`src/hw/rtl/rbf_pkg.sv`:
```
// Shared types, sizes and helpers of the RGB 3x3 box filter.
package rbf_pkg;

  localparam int MAX_WIDTH  = 2048;
  localparam int MAX_HEIGHT = 4096;

  localparam int COL_W = $clog2(MAX_WIDTH);
  localparam int ROW_W = $clog2(MAX_HEIGHT);
  localparam int WID_W = COL_W + 1;
  localparam int HGT_W = ROW_W + 1;

  localparam int CFG_IDX_W  = 2;
  localparam int CFG_DATA_W = HGT_W;

  localparam logic [CFG_IDX_W-1:0] REG_IMAGE_WIDTH  = CFG_IDX_W'(0);
  localparam logic [CFG_IDX_W-1:0] REG_IMAGE_HEIGHT = CFG_IDX_W'(1);

  localparam logic [WID_W-1:0] WIDTH_RESET  = WID_W'(640);
  localparam logic [HGT_W-1:0] HEIGHT_RESET = HGT_W'(480);

  // nine 8-bit values
  localparam int SUM_W = 12;

  // floor(s / 9) == (s * 7282) >> 16 for every sum of nine bytes
  localparam int                 RECIP_W     = 13;
  localparam logic [RECIP_W-1:0] DIV9_RECIP  = RECIP_W'(7282);
  localparam int                 RECIP_SHIFT = 16;

  localparam int Q_DEPTH = 4;
  localparam int Q_PTR_W = $clog2(Q_DEPTH);

  typedef struct packed {
    logic [7:0] red_in;
    logic [7:0] green_in;
    logic [7:0] blue_in;
  } pixel_t;

  typedef struct packed {
    logic [7:0]       red_mean;
    logic [7:0]       green_mean;
    logic [7:0]       blue_mean;
    logic [ROW_W-1:0] centre_row;
    logic [COL_W-1:0] centre_col;
    logic             frame_end;
  } result_t;

  // one column of both line stores: row r-2 above, row r-1 below
  typedef struct packed {
    pixel_t upper;
    pixel_t lower;
  } line_pair_t;

  typedef struct packed {
    pixel_t           top_px;
    pixel_t           mid_px;
    pixel_t           cur_px;
    logic [ROW_W-1:0] centre_row;
    logic [COL_W-1:0] centre_col;
    logic             produce;
    logic             frame_end;
  } q_entry_t;

  function automatic logic [7:0] div9(input logic [SUM_W-1:0] s);
    logic [SUM_W+RECIP_W-1:0] p;
    p = (SUM_W + RECIP_W)'(s) * (SUM_W + RECIP_W)'(DIV9_RECIP);
    return p[RECIP_SHIFT +: 8];
  endfunction

endpackage

```
`src/hw/rtl/rbf_queue.sv`:
```
// Short request queue between the front end and the filter back end.
module rbf_queue (
  input  logic              clk,
  input  logic              rst_n,
  input  logic              push,
  input  rbf_pkg::q_entry_t push_entry,
  output logic              full,
  input  logic              pop,
  output logic              head_valid,
  output rbf_pkg::q_entry_t head
);

  rbf_pkg::q_entry_t           slots [rbf_pkg::Q_DEPTH];
  logic [rbf_pkg::Q_PTR_W-1:0] wr_ptr_r, wr_ptr_nxt, rd_ptr_r, rd_ptr_nxt;
  logic [rbf_pkg::Q_PTR_W:0]   count_r, count_nxt;

  assign full       = count_r == (rbf_pkg::Q_PTR_W + 1)'(rbf_pkg::Q_DEPTH);
  assign head_valid = count_r != '0;
  assign head       = slots[rd_ptr_r];

  always_comb begin
    wr_ptr_nxt = push ? wr_ptr_r + rbf_pkg::Q_PTR_W'(1) : wr_ptr_r;
    rd_ptr_nxt = pop  ? rd_ptr_r + rbf_pkg::Q_PTR_W'(1) : rd_ptr_r;
    count_nxt  = count_r;
    if (push && !pop) begin
      count_nxt = count_r + (rbf_pkg::Q_PTR_W + 1)'(1);
    end else if (pop && !push) begin
      count_nxt = count_r - (rbf_pkg::Q_PTR_W + 1)'(1);
    end
  end

  always_ff @(posedge clk) begin
    if (!rst_n) begin
      wr_ptr_r <= '0;
      rd_ptr_r <= '0;
      count_r  <= '0;
    end else begin
      wr_ptr_r <= wr_ptr_nxt;
      rd_ptr_r <= rd_ptr_nxt;
      count_r  <= count_nxt;
    end
  end

  always_ff @(posedge clk) begin
    if (push) begin
      slots[wr_ptr_r] <= push_entry;
    end
  end

endmodule

```
`config.mk`:
```
export PLATFORM = sky130hd
export DESIGN_NAME = rbf_queue
export DESIGN_NICKNAME = d
export VERILOG_FILES = /design/src/hw/rtl/rbf_pkg.sv /design/src/hw/rtl/rbf_queue.sv
export SDC_FILE = /design/constraint.sdc
export NUM_CORES = 1
export LEC_CHECK = 0
export BUFFER_PORTS_ARGS = -buffer_cell sky130_fd_sc_hd__buf_2
export CAP_MARGIN = 20
export CORE_ASPECT_RATIO = 1.25
export CORE_MARGIN = 2
export CORE_UTILIZATION = 55
export DETAILED_ROUTE_END_ITERATION = 8
export PLACE_DENSITY = 0.77
export SLEW_MARGIN = 20
export SYNTH_ARGS = -nofsm -noshare
export SYNTH_HDL_FRONTEND = slang
export SYNTH_SLANG_ARGS = --single-unit
```
`constraint.sdc`:
```
create_clock -name clk -period 4.36 [get_ports clk]
set_input_delay 0.218 -clock clk [delete_from_list [all_inputs] [get_ports clk]]
set_output_delay 0.218 -clock clk [all_outputs]
set_load 0.1 [all_outputs]
```
; ---- Word level (Yosys, flattened, before mapping)
; Memories as Yosys holds them, arrays and structs flattened. A register that Yosys moved wholly into a read port is not among the register bits.
; Cells that the tools add are included.
[totals]
memories = 1
output_inout_bits = 99
wordCells = 21
input_bits = 101
ram_bits = 388
register_bits = 7
[memory_table]
columns = memory, depth, width, rd, rd_clocked_by_memory_dff, write_ports, line
row1 = slots, 4, 97, 1, 1, 1, rbf_queue.sv:13  ; rbf_pkg::q_entry_t slots [rbf_pkg::Q_DEPTH];
[op_classes]
mux = 6
eq_ne = 1
n_reduce_logical = 6
n_addsub = 4
[op_table]
columns = cell, count
row1 = $mux 3, 2
row2 = $add 2x1->2 const B, 2
row3 = $mux 2, 2
row4 = $add 3x1->3 const B, 1
row5 = $eq 3x3->1 const B, 1
row6 = $reduce_bool 3->1, 1
row7 = $sub 3x1->3 const B, 1
row8 = $logic_and 1x1->1, 2
row9 = $logic_not 1->1, 2
row10 = $mux 1, 2
row11 = $reduce_bool 2->1, 1

; ---- Longest topological paths before layout
; Gate-level depths: netlist of the first run.
[logic_depth]
ltp_word = 4
depth_mapped = 7
depth_no_buf = 7

; ---- Least setup slack after synthesis of the first run
; OpenSTA, ideal clock, no wires.
[synth_path]
path_kind = register -> register
startpoint = reg wr_ptr_r[0] (netlist name)
endpoint = mem slots[0][0] (netlist name) (enable)
arrival_time_ns = 2.785
setup_time_ns = 0.466
t_required_ns = 3.894
n_path_buf = 0
path_stages_with_launch = 4
path_slack_ns = 1.109
synth_period_minus_slack_ns = 3.251
cell_sequence = dfxtp_1 -> inv_1 -> ha_1 -> and2_1
[synth_rtl]
columns = element, line
row1 = from (decl), rbf_queue.sv:14  ; logic [rbf_pkg::Q_PTR_W-1:0] wr_ptr_r, wr_ptr_nxt, rd_ptr_r, rd_ptr_nxt;
row2 = from (signal assigned), rbf_queue.sv:38  ; wr_ptr_r <= wr_ptr_nxt;
row3 = to (decl), rbf_queue.sv:13
; No word-level cell before the write port.

==> results.tsv, run 1 <==
metric	value	unit
cts_setup_buffers	0	
grt_overflow_total	0	
final_layout_size_suffix_gt1_frac	0.4064	
slew_violations	0	
grt-busiest-layer	met2	
hold_violations	0	
die_y	185.1	um
antenna_found_initial	3	
crit_family	flip-flops	
worstSetupEndpointType	primary output	
finalSetupTns	0	ns
max-cap-violations	0	
grtUsageMet3	0.04803	
cts_max_level	2	
netlist_instances	550	
design_area	18030	um2
vias	6840	
dp.cells	1079	
worstMarginPinSlew	1.104	ns
setup_viol	0	
coreArea	25930	um2
path_class	reg -> out	
drcViolationCount	0	
critPathSlowestCell	dfxtp_4	
synth.avg_cell_area	26.24	um2
final_core_util	0.6952	
r2r_slack	2.27	ns
wirelength	27.23	mm
peakVddDrop	0.0004287	V
io_pins	200	
cts_made_buffers	37	
clkTransAtPathRegs	0.06	ns
dpl_cell_area	15820	um2
synth.distinct_cells	20	
grt_util_met1	0.2558	
cts-root-buf	clkbuf_16	
gr-usage-met2	0.3360	
seq_area_frac_synth	0.8198	
wl_per_cell	21.87	um
cts-resized-gates	0	
grt_pass1_wl	40.91	mm
path_cells	buf_12 > mux4_2 > buf_2	
min_period	2.954	ns
rows	66	
mostFrequentLayoutCell	edfxtp_1	
min_path_type	in -> reg	
place_worst_setup_slack	1.839	ns
initial_core_util	0.5566	
crit_buf_inv	2	
drt-pass1-iter-count	4	
finClkSkew	0.01714	ns
crit_arrival	2.74	ns
cpPeakStageDelay	0.88	ns
hold_depth	2	
grt_max_degree	73	
dpl.hpwl	16.09	mm
io_buffers	199	
layout.nets	982	
fin_crit_sh	0.6775	
track_usage	0.1981	
drt_first_iter_violations	434	
ys_seq_elements	397	
area_delta_synth_final	24.92	%
die_w	148.9	um
cts_sinks	397	
syn-num-nets	657	
instances_no_fill	1245	
cellLeakagePower	6.171	nW
cts_tree	yes	
worstRegToRegCells	3	
cp.depth	3	
critPathLaunchType	flop	
viasPerCell	5.494	
critPathRequiredTime	4.14	ns
first_global_vias	7333	
status	complete, no violations	
fmax	338.5	MHz
final_cell_mix	388 x edfxtp_1, 199 x buf_2, 97 x mux4_2, 97 x dlygate4sd3_1, 39 x clkbuf_16	
power_density	526.3	nW/um2
postCtsHoldBufs	97	
rsz0062_at_grt	no	
clock_path_buffers	3	
worst-path-max-fanout	45	
slew_headroom	0.2643	
fin_ws	1.406	ns
ant_nets	0	
netlist_area	14430	um2
yosys_warnings	0	
gp_congestion	0.7233	
die_area	27560	um2
clk_latency	0.52	ns
-- flip-flops by register name (all words and copies together) (netlist names), named ones only --
name	count
slots	388
rd_ptr_r	2
wr_ptr_r	2
count_r	3
-- final timing paths --
path / start / endpoint
max: flop / head[54]
min: rst_n / rd_ptr_r[0]
max reg2reg: wr_ptr_r[0] / slots[1][32]
min reg2reg: count_r[2] / count_r[2]
-- Yosys cell counts --
| cell type | n | area, um2 |
|---|---|---|
| and2_1 | 9 | 56.30 |
| mux2i_1 | 2 | 20.02 |
| buf_6 | 1 | 11.26 |
| inv_1 | 4 | 15.01 |
| or3_1 | 2 | 12.51 |
| buf_8 | 4 | 60.06 |
| fa_1 | 1 | 20.02 |
| ha_1 | 5 | 62.56 |
| o21ai_0 | 1 | 5.000 |
| mux4_2 | 97 | 2185 |
| nand2_1 | 1 | 3.750 |
| a21boi_0 | 1 | 7.510 |
| edfxtp_1 | 388 | 11650 |
| xor2_1 | 3 | 26.28 |
| xnor2_1 | 2 | 17.52 |
| buf_2 | 11 | 55.05 |
| dfxtp_1 | 9 | 180.2 |
| clkbuf_1 | 6 | 22.52 |
| nor3b_1 | 1 | 7.510 |
| nor2b_1 | 2 | 12.51 |
-- power breakdown --
| group | leakage [nW] | switching, mW | internal, mW |
|---|---|---|---|
| Clock | 0.607 | 1.29 | 1.92 |
| Combinational | 1.92 | 1.39 | 0.417 |
| Sequential | 3.64 | 0.0910 | 4.38 |
-- final cells by class --
cell class	count	area (um2)
Clock buffer	43	991.0
Tap cell	340	425.4
Sequential cell	397	11840
Multi-Input combinational cell	127	2446
Antenna cell	2	5.005
Timing Repair Buffer	308	2069
Clock inverter	24	236.5
Inverter	4	15.01
Fill cell	1600	7903
-- stage by stage --
stage	power, mW	hold WS (ns)
after floorplan	5.991	0.3169
after global placement	6.264	0.4270
after detailed placement	6.302	0.4328
after CTS	9.567	0.01018
after global routing	9.771	0.03616
final	9.488	0.01833
-- cells by family after synthesis --
family | synth area share
flip-flops | 0.8198
multiplexers | 0.1528
buffers and inverters | 0.01136
AND/OR/NAND/NOR | 0.006415
adder cells (fa/ha/maj) | 0.005722
XOR/XNOR | 0.003035
AO/OA/AOI/OAI | 0.0008669
-- per-layer routing --
metal,vias up,wire (um)
li1,3020,-
met1,3521,10520
met2,247,14220
met3,50,1836
met4,2,651
met5,-,13
(Power assumes the default switching activity.)
==> run 2: changes to the inputs <==
--- a/config.mk
+++ b/config.mk
@@ -9,9 +9,9 @@
 export CAP_MARGIN = 20
 export CORE_ASPECT_RATIO = 1.25
 export CORE_MARGIN = 2
-export CORE_UTILIZATION = 55
+export CORE_UTILIZATION = 51
 export DETAILED_ROUTE_END_ITERATION = 8
-export PLACE_DENSITY = 0.77
+export PLACE_DENSITY = 0.75
 export SLEW_MARGIN = 20
 export SYNTH_ARGS = -nofsm -noshare
 export SYNTH_HDL_FRONTEND = slang
==> constraint.sdc (replaced) <==
create_clock -name clk -period 2.5 [get_ports clk]
set_input_delay 0.125 -clock clk [delete_from_list [all_inputs] [get_ports clk]]
set_output_delay 0.125 -clock clk [all_outputs]
set_load 0.1 [all_outputs]
==> results.tsv, run 2 (synthesis results as in run 1) <==
metric	value	unit	change
final_layout_size_suffix_gt1_frac	0.4108		was 0.4064
peakVddDrop	0.0005917	V	was 0.0004287 V
power_density	901.5	nW/um2	was 526.3 nW/um2
instances_no_fill	1258		was 1,245
p_clk_frac	0.328		was 0.338
grt_pass1_wl	42.58	mm	was 40.91 mm
hold_depth	3		was 2
clock_path_buffers	3		unchanged
worstRegToRegCells	4		was 3
cellLeakagePower	6.187	nW	was 6.171 nW
cts_sinks	397		unchanged
coreArea	27740	um2	was 25,930 um2
io_buffers	199		unchanged
reg_top3	slots: 388 flops, count_r: 3 flops		unchanged
path_class	reg -> out		unchanged
drt_first_iter_violations	385		was 434
grt_overflow_total	0		unchanged
gp_congestion	0.7059		was 0.7233
cts_tree	yes		unchanged
min_period	2.336	ns	
vias	6890		was 6,840
p_int	11.47	mW	was 6.724 mW
finalSetupTns	0	ns	unchanged
setup_viol	0		unchanged
worstSetupEndpointType	primary output		unchanged
clkTransAtPathRegs	0.06	ns	about the same
crit_arrival	2.21	ns	was 2.74 ns
status	complete, no violations		unchanged
min_path_type	in -> reg		unchanged
layout.nets	987		was 982
final_cell_mix	388 x edfxtp_1, 199 x buf_2, 99 x dlygate4sd3_1, 97 x mux4_2, 39 x clkbuf_16		was 388 x edfxtp_1, 199 x buf_2, 97 x mux4_2, 97 x dlygate4sd3_1, 39 x clkbuf_16
ant_nets	0		unchanged
fin_crit_sh	0.9346		
rsz0062_at_grt	no		unchanged
max-cap-violations	0		unchanged
largest_reg_flops	388		unchanged
die_area	29670	um2	was 27,560 um2
fmax	428.0	MHz	
initial_core_util	0.5203		was 0.5566
io_pins	200		unchanged
hold_violations	0		unchanged
rows	68		was 66
wl_per_cell	21.89	um	was 21.87 um
worst-path-max-fanout	45		unchanged
first_global_vias	7816		was 7,333
clk_latency	0.52	ns	about the same
track_usage	0.1891		was 0.1981
dp.cells	1091		was 1,079
finClkSkew	0.02003	ns	was 0.01714 ns
cts_max_level	2		unchanged
diodes	0		was 2
dpl.hpwl	16.49	mm	was 16.09 mm
grt_max_degree	60		was 73
die_w	154.5	um	was 148.9 um
antenna_found_initial	0		was 3
seq_power_share	0.474		was 0.472
critPathRequiredTime	2.38	ns	was 4.14 ns
cts_made_buffers	38		was 37
wirelength	27.53	mm	was 27.23 mm
critPathLaunchType	flop		unchanged
power_frac_comb	0.199		was 0.190
slew_headroom	0.6060		was 0.2643
drt-pass1-iter-count	4		unchanged
mostFrequentLayoutCell	edfxtp_1		unchanged
die_y	192.1	um	was 185.1 um
swShare	0.2975		was 0.2913
slew_violations	0		unchanged
area_delta_synth_final	25.53	%	was 24.92%
drcViolationCount	0		unchanged
cts-root-buf	clkbuf_16		unchanged
fillers	1779		was 1,600
regMostFlops	slots		unchanged
power_switching	4.859	mW	was 2.764 mW
viasPerCell	5.477		was 5.494
worstMarginPinSlew	0.5911	ns	was 1.104 ns
==> run 2: path summary, 6_finish.rpt <==
kind / startpoint / slack, ns / end
min reg2reg: count_r[2] / 0.57 / count_r[2]
min: push / 0.03 / wr_ptr_r[1]
max reg2reg: wr_ptr_r[0] / 0.76 / slots[2][61]
max: flop / 0.16 / head[44]
==> run 2: cell type report <==
class,instances,area (um2),share of cell area
flip-flops and latches,397,11840,0.6535
inverters,4,15.01,0.0008288
repair buffers,312,2205,0.1217
clock inverters,22,166.4,0.009186
multi-input cells,127,2451,0.1353
clock buffers,46,1002,0.05532
well taps,350,437.9,0.02417
==> run 2: routing by layer <==
layer | part of all wire | global-route usage | up-vias
li1 | - | - | 3022
met1 | 0.37 | 0.2160 | 3579
met2 | 0.55 | 0.3565 | 240
met3 | 0.056 | 0.03723 | 49
met4 | 0.022 | 0.06197 | 0
met5 | 0 | 0 | -
==> run 2: metrics by stage <==
step           utilization  area [um2]  setup WS, ns  hold slack [ns]  total power [mW]
2_1_floorplan            -       14440        0.3204           0.2239             10.44
3_3_place_gp        0.5753       15960        0.6710           0.3332             10.95
3_5_place_dp        0.5753       15960        0.6666           0.3421             11.02
4_1_cts             0.6531       18120       0.08810         0.001379             16.49
5_1_grt             0.6531       18120       0.04344          0.01297             16.82
6_report            0.6531       18120        0.1636          0.02859             16.33
==> run 2: what timing repair did <==
| item | CTS | global route |
|---|---|---|
| hold endpoints to repair | 397 | 0 |
| gates resized for setup | 0 | 0 |
| hold buffers | 99 | 0 |
| buffers inserted | 0 | 0 |
==> run 2: critical path, stage by stage (launching register included) <==
cell and delay [ns]:
dfxtp_4 0.42, buf_12 0.32, mux4_2 0.59, buf_2 0.32
==> run 2: power groups by stage <==
| stage | logic, mW | clock network [mW] | registers (mW) |
|---|---|---|---|
| 6_report | 3.25 | 5.35 | 7.73 |
| 5_1_grt | 3.37 | 5.70 | 7.75 |
| 4_1_cts | 3.28 | 5.47 | 7.73 |
| 3_5_place_dp | 3.15 | 0 | 7.88 |
| 3_3_place_gp | 3.11 | 0 | 7.84 |
| 2_1_floorplan | 2.59 | 0 | 7.85 |
