**src/hw/rtl/rbf_pkg.sv**
```systemverilog
// Shared types, sizes and helpers of the RGB 3x3 box filter.
package rbf_pkg;

  localparam int MAX_WIDTH  = 2048;
  localparam int MAX_HEIGHT = 4096;

  localparam int COL_W = $clog2(MAX_WIDTH);
  localparam int ROW_W = $clog2(MAX_HEIGHT);
  localparam int WID_W = COL_W + 1;
  localparam int HGT_W = ROW_W + 1;

  localparam int CFG_IDX_W  = 2;
  localparam int CFG_DATA_W = HGT_W;

  localparam logic [CFG_IDX_W-1:0] REG_IMAGE_WIDTH  = CFG_IDX_W'(0);
  localparam logic [CFG_IDX_W-1:0] REG_IMAGE_HEIGHT = CFG_IDX_W'(1);

  localparam logic [WID_W-1:0] WIDTH_RESET  = WID_W'(640);
  localparam logic [HGT_W-1:0] HEIGHT_RESET = HGT_W'(480);

  // nine 8-bit values
  localparam int SUM_W = 12;

  // floor(s / 9) == (s * 7282) >> 16 for every sum of nine bytes
  localparam int                 RECIP_W     = 13;
  localparam logic [RECIP_W-1:0] DIV9_RECIP  = RECIP_W'(7282);
  localparam int                 RECIP_SHIFT = 16;

  localparam int Q_DEPTH = 4;
  localparam int Q_PTR_W = $clog2(Q_DEPTH);

  typedef struct packed {
    logic [7:0] red_in;
    logic [7:0] green_in;
    logic [7:0] blue_in;
  } pixel_t;

  typedef struct packed {
    logic [7:0]       red_mean;
    logic [7:0]       green_mean;
    logic [7:0]       blue_mean;
    logic [ROW_W-1:0] centre_row;
    logic [COL_W-1:0] centre_col;
    logic             frame_end;
  } result_t;

  // one column of both line stores: row r-2 above, row r-1 below
  typedef struct packed {
    pixel_t upper;
    pixel_t lower;
  } line_pair_t;

  typedef struct packed {
    pixel_t           top_px;
    pixel_t           mid_px;
    pixel_t           cur_px;
    logic [ROW_W-1:0] centre_row;
    logic [COL_W-1:0] centre_col;
    logic             produce;
    logic             frame_end;
  } q_entry_t;

  function automatic logic [7:0] div9(input logic [SUM_W-1:0] s);
    logic [SUM_W+RECIP_W-1:0] p;
    p = (SUM_W + RECIP_W)'(s) * (SUM_W + RECIP_W)'(DIV9_RECIP);
    return p[RECIP_SHIFT +: 8];
  endfunction

endpackage

```
**src/hw/rtl/rbf_back.sv**
```systemverilog
// Back end: 3x3 window, per-channel sums, divide by nine and output register.
module rbf_back (
  input  logic              clk,
  input  logic              rst_n,
  input  logic              head_valid,
  input  rbf_pkg::q_entry_t head,
  output logic              pop,
  output logic              out_valid,
  output rbf_pkg::result_t  out_data,
  input  logic              out_stall
);

  rbf_pkg::pixel_t           col_px  [3];
  rbf_pkg::pixel_t           win1_r  [3];
  rbf_pkg::pixel_t           win2_r  [3];
  logic [rbf_pkg::SUM_W-1:0] sum_red, sum_green, sum_blue;

  logic                      sum_v_r, sum_v_nxt, sum_go;
  logic [rbf_pkg::SUM_W-1:0] sum_red_r, sum_green_r, sum_blue_r;
  logic [rbf_pkg::ROW_W-1:0] sum_row_r;
  logic [rbf_pkg::COL_W-1:0] sum_col_r;
  logic                      sum_end_r;

  logic                      out_v_r, out_v_nxt;
  rbf_pkg::result_t          out_r;

  assign col_px[0] = head.top_px;
  assign col_px[1] = head.mid_px;
  assign col_px[2] = head.cur_px;

  always_comb begin
    sum_red   = '0;
    sum_green = '0;
    sum_blue  = '0;
    for (int i = 0; i < 3; i++) begin
      sum_red   = sum_red + rbf_pkg::SUM_W'(col_px[i].red_in)
                + rbf_pkg::SUM_W'(win1_r[i].red_in) + rbf_pkg::SUM_W'(win2_r[i].red_in);
      sum_green = sum_green + rbf_pkg::SUM_W'(col_px[i].green_in)
                + rbf_pkg::SUM_W'(win1_r[i].green_in) + rbf_pkg::SUM_W'(win2_r[i].green_in);
      sum_blue  = sum_blue + rbf_pkg::SUM_W'(col_px[i].blue_in)
                + rbf_pkg::SUM_W'(win1_r[i].blue_in) + rbf_pkg::SUM_W'(win2_r[i].blue_in);
    end
  end

  assign sum_go = sum_v_r && (!out_v_r || !out_stall);
  // every request shifts the window, so pop even when it yields no result
  assign pop    = head_valid && (!sum_v_r || sum_go);

  always_comb begin
    if (pop) begin
      sum_v_nxt = head.produce;
    end else if (sum_go) begin
      sum_v_nxt = 1'b0;
    end else begin
      sum_v_nxt = sum_v_r;
    end
    if (sum_go) begin
      out_v_nxt = 1'b1;
    end else if (!out_stall) begin
      out_v_nxt = 1'b0;
    end else begin
      out_v_nxt = out_v_r;
    end
  end

  always_ff @(posedge clk) begin
    if (!rst_n) begin
      sum_v_r <= 1'b0;
      out_v_r <= 1'b0;
    end else begin
      sum_v_r <= sum_v_nxt;
      out_v_r <= out_v_nxt;
    end
  end

  always_ff @(posedge clk) begin
    if (pop) begin
      for (int i = 0; i < 3; i++) begin
        win2_r[i] <= win1_r[i];
        win1_r[i] <= col_px[i];
      end
    end
    if (pop && head.produce) begin
      sum_red_r   <= sum_red;
      sum_green_r <= sum_green;
      sum_blue_r  <= sum_blue;
      sum_row_r   <= head.centre_row;
      sum_col_r   <= head.centre_col;
      sum_end_r   <= head.frame_end;
    end
    if (sum_go) begin
      out_r.red_mean   <= rbf_pkg::div9(sum_red_r);
      out_r.green_mean <= rbf_pkg::div9(sum_green_r);
      out_r.blue_mean  <= rbf_pkg::div9(sum_blue_r);
      out_r.centre_row <= sum_row_r;
      out_r.centre_col <= sum_col_r;
      out_r.frame_end  <= sum_end_r;
    end
  end

  assign out_valid = out_v_r;
  assign out_data  = out_r;

endmodule

```
**config.mk**
```make
export PLATFORM = sky130hd
export DESIGN_NAME = rbf_back
export DESIGN_NICKNAME = d
export VERILOG_FILES = /design/src/hw/rtl/rbf_pkg.sv /design/src/hw/rtl/rbf_back.sv
export SDC_FILE = /design/constraint.sdc
export NUM_CORES = 1
export LEC_CHECK = 0
export ABC_AREA = 1
export BUFFER_PORTS_ARGS = -buffer_cell sky130_fd_sc_hd__buf_4
export CAP_MARGIN = 25
export CORE_ASPECT_RATIO = 1.75
export CORE_MARGIN = 2
export CORE_UTILIZATION = 33
export DETAILED_ROUTE_END_ITERATION = 10
export GPL_ROUTABILITY_DRIVEN = 0
export SLEW_MARGIN = 40
export SYNTH_ARGS = -nofsm -noshare
export SYNTH_HDL_FRONTEND = slang
export SYNTH_SLANG_ARGS = --single-unit
```
**constraint.sdc**
```tcl
create_clock -name clk -period 4.47 [get_ports clk]
set_clock_uncertainty 0.2 [all_clocks]
set_input_delay 0.2235 -clock clk [delete_from_list [all_inputs] [get_ports clk]]
set_output_delay 0.2235 -clock clk [all_outputs]
set_load 0.01 [all_outputs]
```
; Word level (Yosys, flattened, before mapping)
; Memory sizes are Yosys's and may differ from the RTL's.
; Index checks and enable logic that the tools add are counted.
[word_totals]
out_inout_bits = 50
elab_cells = 59
mem_bits_rw = 144
in_bits = 101
register_bits = 110
n_memories = 2
[mem_list]
columns = memory, words, width, rd, rd_clocked_by_memory_dff, wr, line_no
row1 = win1_r, 3, 24, 3, 0, 3, rbf_back.sv:14  ; rbf_pkg::pixel_t win1_r [3];
row2 = win2_r, 3, 24, 3, 0, 3, rbf_back.sv:15  ; rbf_pkg::pixel_t win2_r [3];
[classes]
eq_ne = 1
reduce_logical = 9
mux = 6
n_mul = 3
add_sub_neg = 24
[op_table]
columns = operator, n
row1 = $add A12 B8 Y12, 12
row2 = $mul A12 B12 Y23 const B, 3
row3 = $add A11 B8 Y12, 3
row4 = $add A10 B8 Y11, 3
row5 = $add A9 B8 Y10, 3
row6 = $add A8 B8 Y9, 3
row7 = $mux W1, 6
row8 = $logic_and A1 B1 Y1, 3
row9 = $logic_not A1 Y1, 3
row10 = $logic_or A1 B1 Y1, 2
row11 = $ne A2 B1 Y1 const B, 1
row12 = $reduce_bool A2 Y1, 1

; Depth between registers and ports, before layout
; Gate-level depths: netlist (run 1).
; An unclocked memory read counts as a cell.
[depth]
ltp_word = 9
ltp_mapped = 20
depth_no_buf = 20

; Worst setup path before layout (run 1)
; Ideal clock, no wire load.
[synth_timing]
path_type = flip-flop to flip-flop
startpoint = reg sum_blue_r[7] in the netlist's numbering
endpoint = reg out_r, in the netlist out_data[27], data pin
arrival_time_ps = 3963
synth_period_minus_slack_ps = 4422
setup_slack_ps = 48
path_stages_with_launch = 19
setup_ps = 260
n_path_buf = 0
required_time_ps = 4010
path_cell_list = edfxtp_1 inv_1 fa_1 inv_1 ha_1 inv_1 fa_1 inv_1 fa_1 inv_1 fa_1 inv_1 ha_1 nand2_1 inv_1 a21oi_1 o21a_1 nand2_1 xor2_1
[synth_between]
elab_chain_cells = 1
[synth_lines]
columns = item, line_no
row1 = "start, declared", rbf_back.sv:19  ; logic [rbf_pkg::SUM_W-1:0] sum_red_r, sum_green_r, sum_blue_r;
row2 = "start signal, assigned", rbf_back.sv:86  ; sum_blue_r <= sum_blue;
row3 = $mul A12 B12 Y23, rbf_pkg.sv:65  ; p = (SUM_W + RECIP_W)'(s) * (SUM_W + RECIP_W)'(DIV9_RECIP);
row4 = "end, declared", rbf_back.sv:25  ; rbf_pkg::result_t out_r;
; No other way between the ends.
; A chain may end at the register's enable or synchronous reset.

; Worst setup path after layout (run 1)
[layout_timing]
startpoint = reg sum_blue_r[3] in the netlist's numbering
endpoint = reg out_r, in the netlist out_data[31], data pin
; Same word-level chain as after synthesis.

==> metrics.yaml, run 1 <==
die:
  rows: 119
  start_util: 0.332
  pin_count: 151
  die_w_um: 190
  die_h_um: 329
  core_area_sq_um: 59900
  dieArea_sq_um: 62300
run_status:
  status: "finished clean"
place:
  place_inst: 2698
  io_buffers: 150
  dp_hpwl_mm: 33.9
  dpl_worst_slack_ps: -113
global_route:
  antenna_found_initial: 2
  grt_max_degree: 62
  grt_pass1_wl_mm: 67.2
  grtUsageTotal: 0.136
  gr-total-overflow: 0
  grt_pass1_vias: 14000
route:
  wl_per_cell_um: 14.6
  ant_nets: 0
  drt-total-wl_mm: 41.8
  drc: 0
  drt_iter0_drc: 366
  dr.pass1.iters: 7
  num_vias: 12800
  vias_per_cell: 4.46
setup_path:
  critPathCaptureType: "register"
  reg2reg_to: "out_data[31]$_DFFE_PP_"
  arrival_ps: 4560
  worst_r2r_path_depth: 16
  crit_path_start_kind: "register"
  r2r_setup_slack_ps: 80
  cp.required_ps: 4640
  rr_startpoint: "sum_blue_r[3]$_DFFE_PP_"
  crit_type: "register to register"
  cp_max_fo: 3
cts:
  tritoncts: "built"
  cts-buffers-inserted: 28
  clk_path_buf_depth: 3
  clkSinkCount: 254
  cts-root-buf: "clkbuf_16"
  h-tree-depth: 1
  clk_pin_slew_ps: 80
  clock_latency_ps: 610
timing:
  tns_ps: 0
  max_slew.worst_pin.slew_ps: 609
  post-route-min-period_ps: 4390
  clock.fmax_mhz: 228
  whs_ps: 153
  period_share: 0.982
  finalHoldViolCount: 0
  fin_ws_ps: 81.9
  rsz0062_at_grt: "yes"
  setup_viol: 0
  report.final.slew_viol_count: 0
  slew_headroom: 0.594
yosys:
  yosysSeqAreaShare: 0.382
  synth_edf_count: 252
  synth.avg_cell_area_sq_um: 11.6
  synth_fp_nets: 2309
  synth_cell_type_count: 40
  yosysWarnings: 0
  netlist_area_sq_um: 19900
  synth_seq_cells: 254
  synth_cells: 1721
  async_reset_ff_frac: 0
  synthFlopType: "edfxtp_1"
finish:
  final_cell_mix: "inv_1 (439), edfxtp_1 (252), fa_1 (244)"
  nets: 2646
  final_common_cell: "inv_1"
  final-instance-count-excl-fill: 2867
  areaGrowthSynthToFinish_pct: 25.0
  drive_gt1_frac: 0.184
min_path:
  hold_path.startpoint: "head[90]"
  holdPathStages: 2
  whs_endpoint: "win1_r[0][17]$_DFFE_PP_"
  hold_class: "input pin to register"
run:
  cap_violations: 0
## per-stage QoR
stage                     cell area (sq um)  utilization
after detailed placement              22400        0.374
after global placement                22300        0.373
after floorplan                       19900            -
after global routing                  24900        0.415
after CTS                             24300        0.406
final                                 24900        0.415
## cells by family (layout without fill, tap and decap cells)
family / count (synthesis) / count (layout) / share of synthesized area
DFF: 254 / 254 / 0.382
buffers and inverters: 463 / 821 / 0.0874
xor gates and xnor gates: 37 / 37 / 0.0163
adders and majority gates: 487 / 487 / 0.400
other: 0 / 2 / 0
AOI/OAI and AO/OA: 123 / 123 / 0.0369
and+or+nand+nor: 357 / 357 / 0.0768
## cell usage after synthesis, drive strengths merged (2+ instances only)
| master | n | share of area |
|---|---|---|
| xnor2 | 11 | 0.0048 |
| or2 | 3 | 0.00094 |
| a21o | 11 | 0.0042 |
| dfxtp | 2 | 0.0020 |
| ha | 238 | 0.15 |
| a31oi | 2 | 0.00063 |
| a21oi | 61 | 0.015 |
| o21bai | 11 | 0.0042 |
| nand4 | 11 | 0.0038 |
| nand3b | 2 | 0.00075 |
| nand2 | 220 | 0.042 |
| o211ai | 3 | 0.0014 |
| nand3 | 46 | 0.012 |
| inv | 463 | 0.087 |
| nor3 | 7 | 0.0028 |
| o21ai | 20 | 0.0052 |
| nor4 | 4 | 0.0013 |
| fa | 249 | 0.25 |
| edfxtp | 252 | 0.38 |
| nor2 | 63 | 0.013 |
| a21boi | 7 | 0.0028 |
| xor2 | 26 | 0.011 |
| o21a | 5 | 0.0019 |
## worst max path at each step
stage / from / end / slack, ps / cells after the start
after global placement: sum_blue_r[7]$_DFFE_PP_ / out_data[29]$_DFFE_PP_ / -20 / 15
after CTS: sum_blue_r[7]$_DFFE_PP_ / out_data[27]$_DFFE_PP_ / 5 / 18
final: sum_blue_r[3]$_DFFE_PP_ / out_data[31]$_DFFE_PP_ / 80 / 16
after global routing: sum_red_r[8]$_DFFE_PP_ / out_data[47]$_DFFE_PP_ / -90 / 17
after floorplan: sum_blue_r[7]$_DFFE_PP_ / out_data[27]$_DFFE_PP_ / 50 / 18
after detailed placement: sum_blue_r[1]$_DFFE_PP_ / out_data[31]$_DFFE_PP_ / -110 / 18
## layer usage
layer  up-vias  share of wire  GRT usage
li1       6132              -          -
met1      6240           0.36      0.135
met2       298           0.56      0.273
met3       110          0.037     0.0185
met4         2          0.049     0.0639
met5         -        0.00026          0
## critical path, cell delays in order (launching register included)
cell      delay (ps)
edfxtp_1         420
buf_4            170
fa_1             480
ha_1             360
inv_1             80
fa_1             550
inv_1             70
fa_1             600
ha_4             220
ha_4             270
nand2_1           90
inv_2             70
nand3_2          100
nor2_2           150
nand4_1          150
nand4_1          130
nand2_1           50
## state kept, by name, summed over array words and instances, names as in the netlist
signal,count
sum_col_r,11
sum_v_r,1
out_data,48
win1_r,72
sum_row_r,12
sum_green_r,12
sum_red_r,12
sum_end_r,1
sum_blue_r,12
out_valid,1
win2_r,72
## final cells by class
type | count | area (sq um)
fillers | 5680 | 35000
multi-input cells | 1004 | 11100
flip-flops and latches | 254 | 7610
repair buffers | 307 | 2590
inverters | 463 | 1740
well taps | 786 | 983
clock buffers | 33 | 719
clock inverters | 18 | 166
diodes | 2 | 5.00
## what timing repair did
item	4_1_cts	5_1_grt
setup buffers	1	16
endpoints found under the hold margin	123	0
endpoints found under the setup margin	12	26
hold buffers	99	0
pin swaps	2	29
resized for setup	16	103
Power of run 1 is not shown: default switching activity piles up to over one toggle a cycle in this logic, so the estimate is an artifact.
==> inputs of run 2 (changes only) <==
- CELL_PAD_IN_SITES_DETAIL_PLACEMENT: unset -> 0
- CELL_PAD_IN_SITES_GLOBAL_PLACEMENT: unset -> 2
- PLACE_DENSITY_LB_ADDON: unset -> 0.1
==> run 2 against run 1 <==
Hold slack worse by 45 ps. Die area did not move. Sequential share of layout area shrank 0.86 points. Via count decreased by 0.56%. Flip-flop and latch count unchanged. Utilization increased by 1.2 points. Count of clock-buffer cells in the layout shrank 1. Critical endpoint unchanged. Wire length grew 3.2%. Final area rose by 2.9%.
==> metrics.yaml, run 2 (synthesis gave the netlist of run 1 again) <==
run_status:
  status: "finished clean"
min_path:
  hold_class: "input pin to register"
route:
  vias_per_cell: 4.36
  ant_nets: 0
  dr.pass1.iters: 4
  drt-total-wl_mm: 43.2
  drt_iter0_drc: 351
  wl_per_cell_um: 14.8
  drc: 0
  num_vias: 12700
die:
  core_area_sq_um: 59900
  dieArea_sq_um: 62300
  rows: 119
  die_w_um: 190
  pin_count: 151
  die_h_um: 329
  start_util: 0.332
finish:
  final_common_cell: "inv_1"
  final_cell_mix: "inv_1 (435), edfxtp_1 (252), buf_4 (245)"
  drive_gt1_frac: 0.216
  nets: 2690
  areaGrowthSynthToFinish_pct: 28.6
timing:
  report.final.slew_viol_count: 0
  setup_viol: 0
  finalHoldViolCount: 0
  max_slew.worst_pin.slew_ps: 647
  post-route-min-period_ps: 4390
  period_share: 0.983
  slew_headroom: 0.569
  clock.fmax_mhz: 228
  tns_ps: 0
  rsz0062_at_grt: "yes"
setup_path:
  crit_type: "register to register"
  cp_slowest_cell: "fa_1"
  critPathCaptureType: "register"
  crit_path_start_kind: "register"
  crit_buf_inv: 4
  critPathTopFamily: "adder cells"
  r2r_setup_slack_ps: 80
  cp_max_fo: 4
  arrival_ps: 4540
  path_cells: "buf_6 -> fa_1 -> ha_4 -> inv_1 -> fa_1 -> inv_1 -> fa_1 -> ha_4 -> ha_4 -> nand2_2 -> inv_2 -> nand3_2 -> nor2_4 -> nand4_1 -> nand4_1 -> nand2_1"
  slowest_delay_ps: 560
  cp.required_ps: 4620
cts:
  clk_pin_slew_ps: 60
  cts-buffers-inserted: 29
  clock_latency_ps: 590
  clk_path_buf_depth: 3
  h-tree-depth: 1
  tritoncts: "built"
  clkSinkCount: 254
  cts-root-buf: "clkbuf_16"
global_route:
  grt_max_degree: 90
  gr-total-overflow: 0
  grt_pass1_vias: 14300
  grtUsageTotal: 0.144
  grt_pass1_wl_mm: 70.1
  antenna_found_initial: 6
place:
  dp_hpwl_mm: 35.6
  io_buffers: 150
run:
  cap_violations: 0
run 2: timing repair:
action                     in CTS  in global routing
pin swaps                       9                 65
setup endpoints to repair      20                 29
cloned                          0                  0
gates resized for setup        30                135
setup buffers                   3                 20
hold buffers                   99                  0
hold endpoints to repair      106                  0
run 2: routing by layer:
| metal | vias to the layer above | share of wire | global-route usage | wire length, um |
|---|---|---|---|---|
| met5 | - | 0.0013 | 0 | 57 |
| met4 | 8 | 0.038 | 0.0559 | 1640 |
| met3 | 77 | 0.033 | 0.0192 | 1420 |
| met2 | 185 | 0.59 | 0.302 | 25500 |
| met1 | 6226 | 0.34 | 0.137 | 14600 |
| li1 | 6214 | - | - | - |
run 2: final timing paths:
check,startpoint,depth (start not counted),end
max,sum_blue_r[6]$_DFFE_PP_,16,out_data[31]$_DFFE_PP_
min,head_valid,3,win2_r[0][39]$_DFFE_PP_
max reg2reg,sum_blue_r[6]$_DFFE_PP_,16,out_data[31]$_DFFE_PP_
min reg2reg,sum_col_r[9]$_DFFE_PP_,0,out_data[10]$_DFFE_PP_
run 2: metrics by stage:
stage	worst slack, ps	hold slack, ps	std cells	instance area (sq um)	utilization
floorplan	47.6	122	1721	19900	-
global placement	-204	201	2734	22600	0.378
detailed placement	-206	203	2734	22600	0.378
CTS	-0.632	93.3	2889	24700	0.413
global route	-53.0	126	2912	25600	0.427
finish	76.8	107	2912	25600	0.427
run 2: layout make-up:
type / instances / area [sq um]
antenna: 2 / 5.00
clock buffer: 32 / 737
clock inverter: 21 / 225
fill: 5794 / 34300
inverter: 463 / 1750
multi-input combinational: 1004 / 11400
sequential: 254 / 7610
tap: 786 / 983
timing repair buffer: 350 / 2920
run 2: worst reg2reg max path, stage by stage, from the launching register on:
cell	delay (ps)
edfxtp_1	490
buf_6	170
fa_1	520
ha_4	310
inv_1	60
fa_1	530
inv_1	50
fa_1	560
ha_4	220
ha_4	290
nand2_2	80
inv_2	60
nand3_2	90
nor2_4	130
nand4_1	210
nand4_1	140
nand2_1	50
Power of run 2 is left out for the same reason.
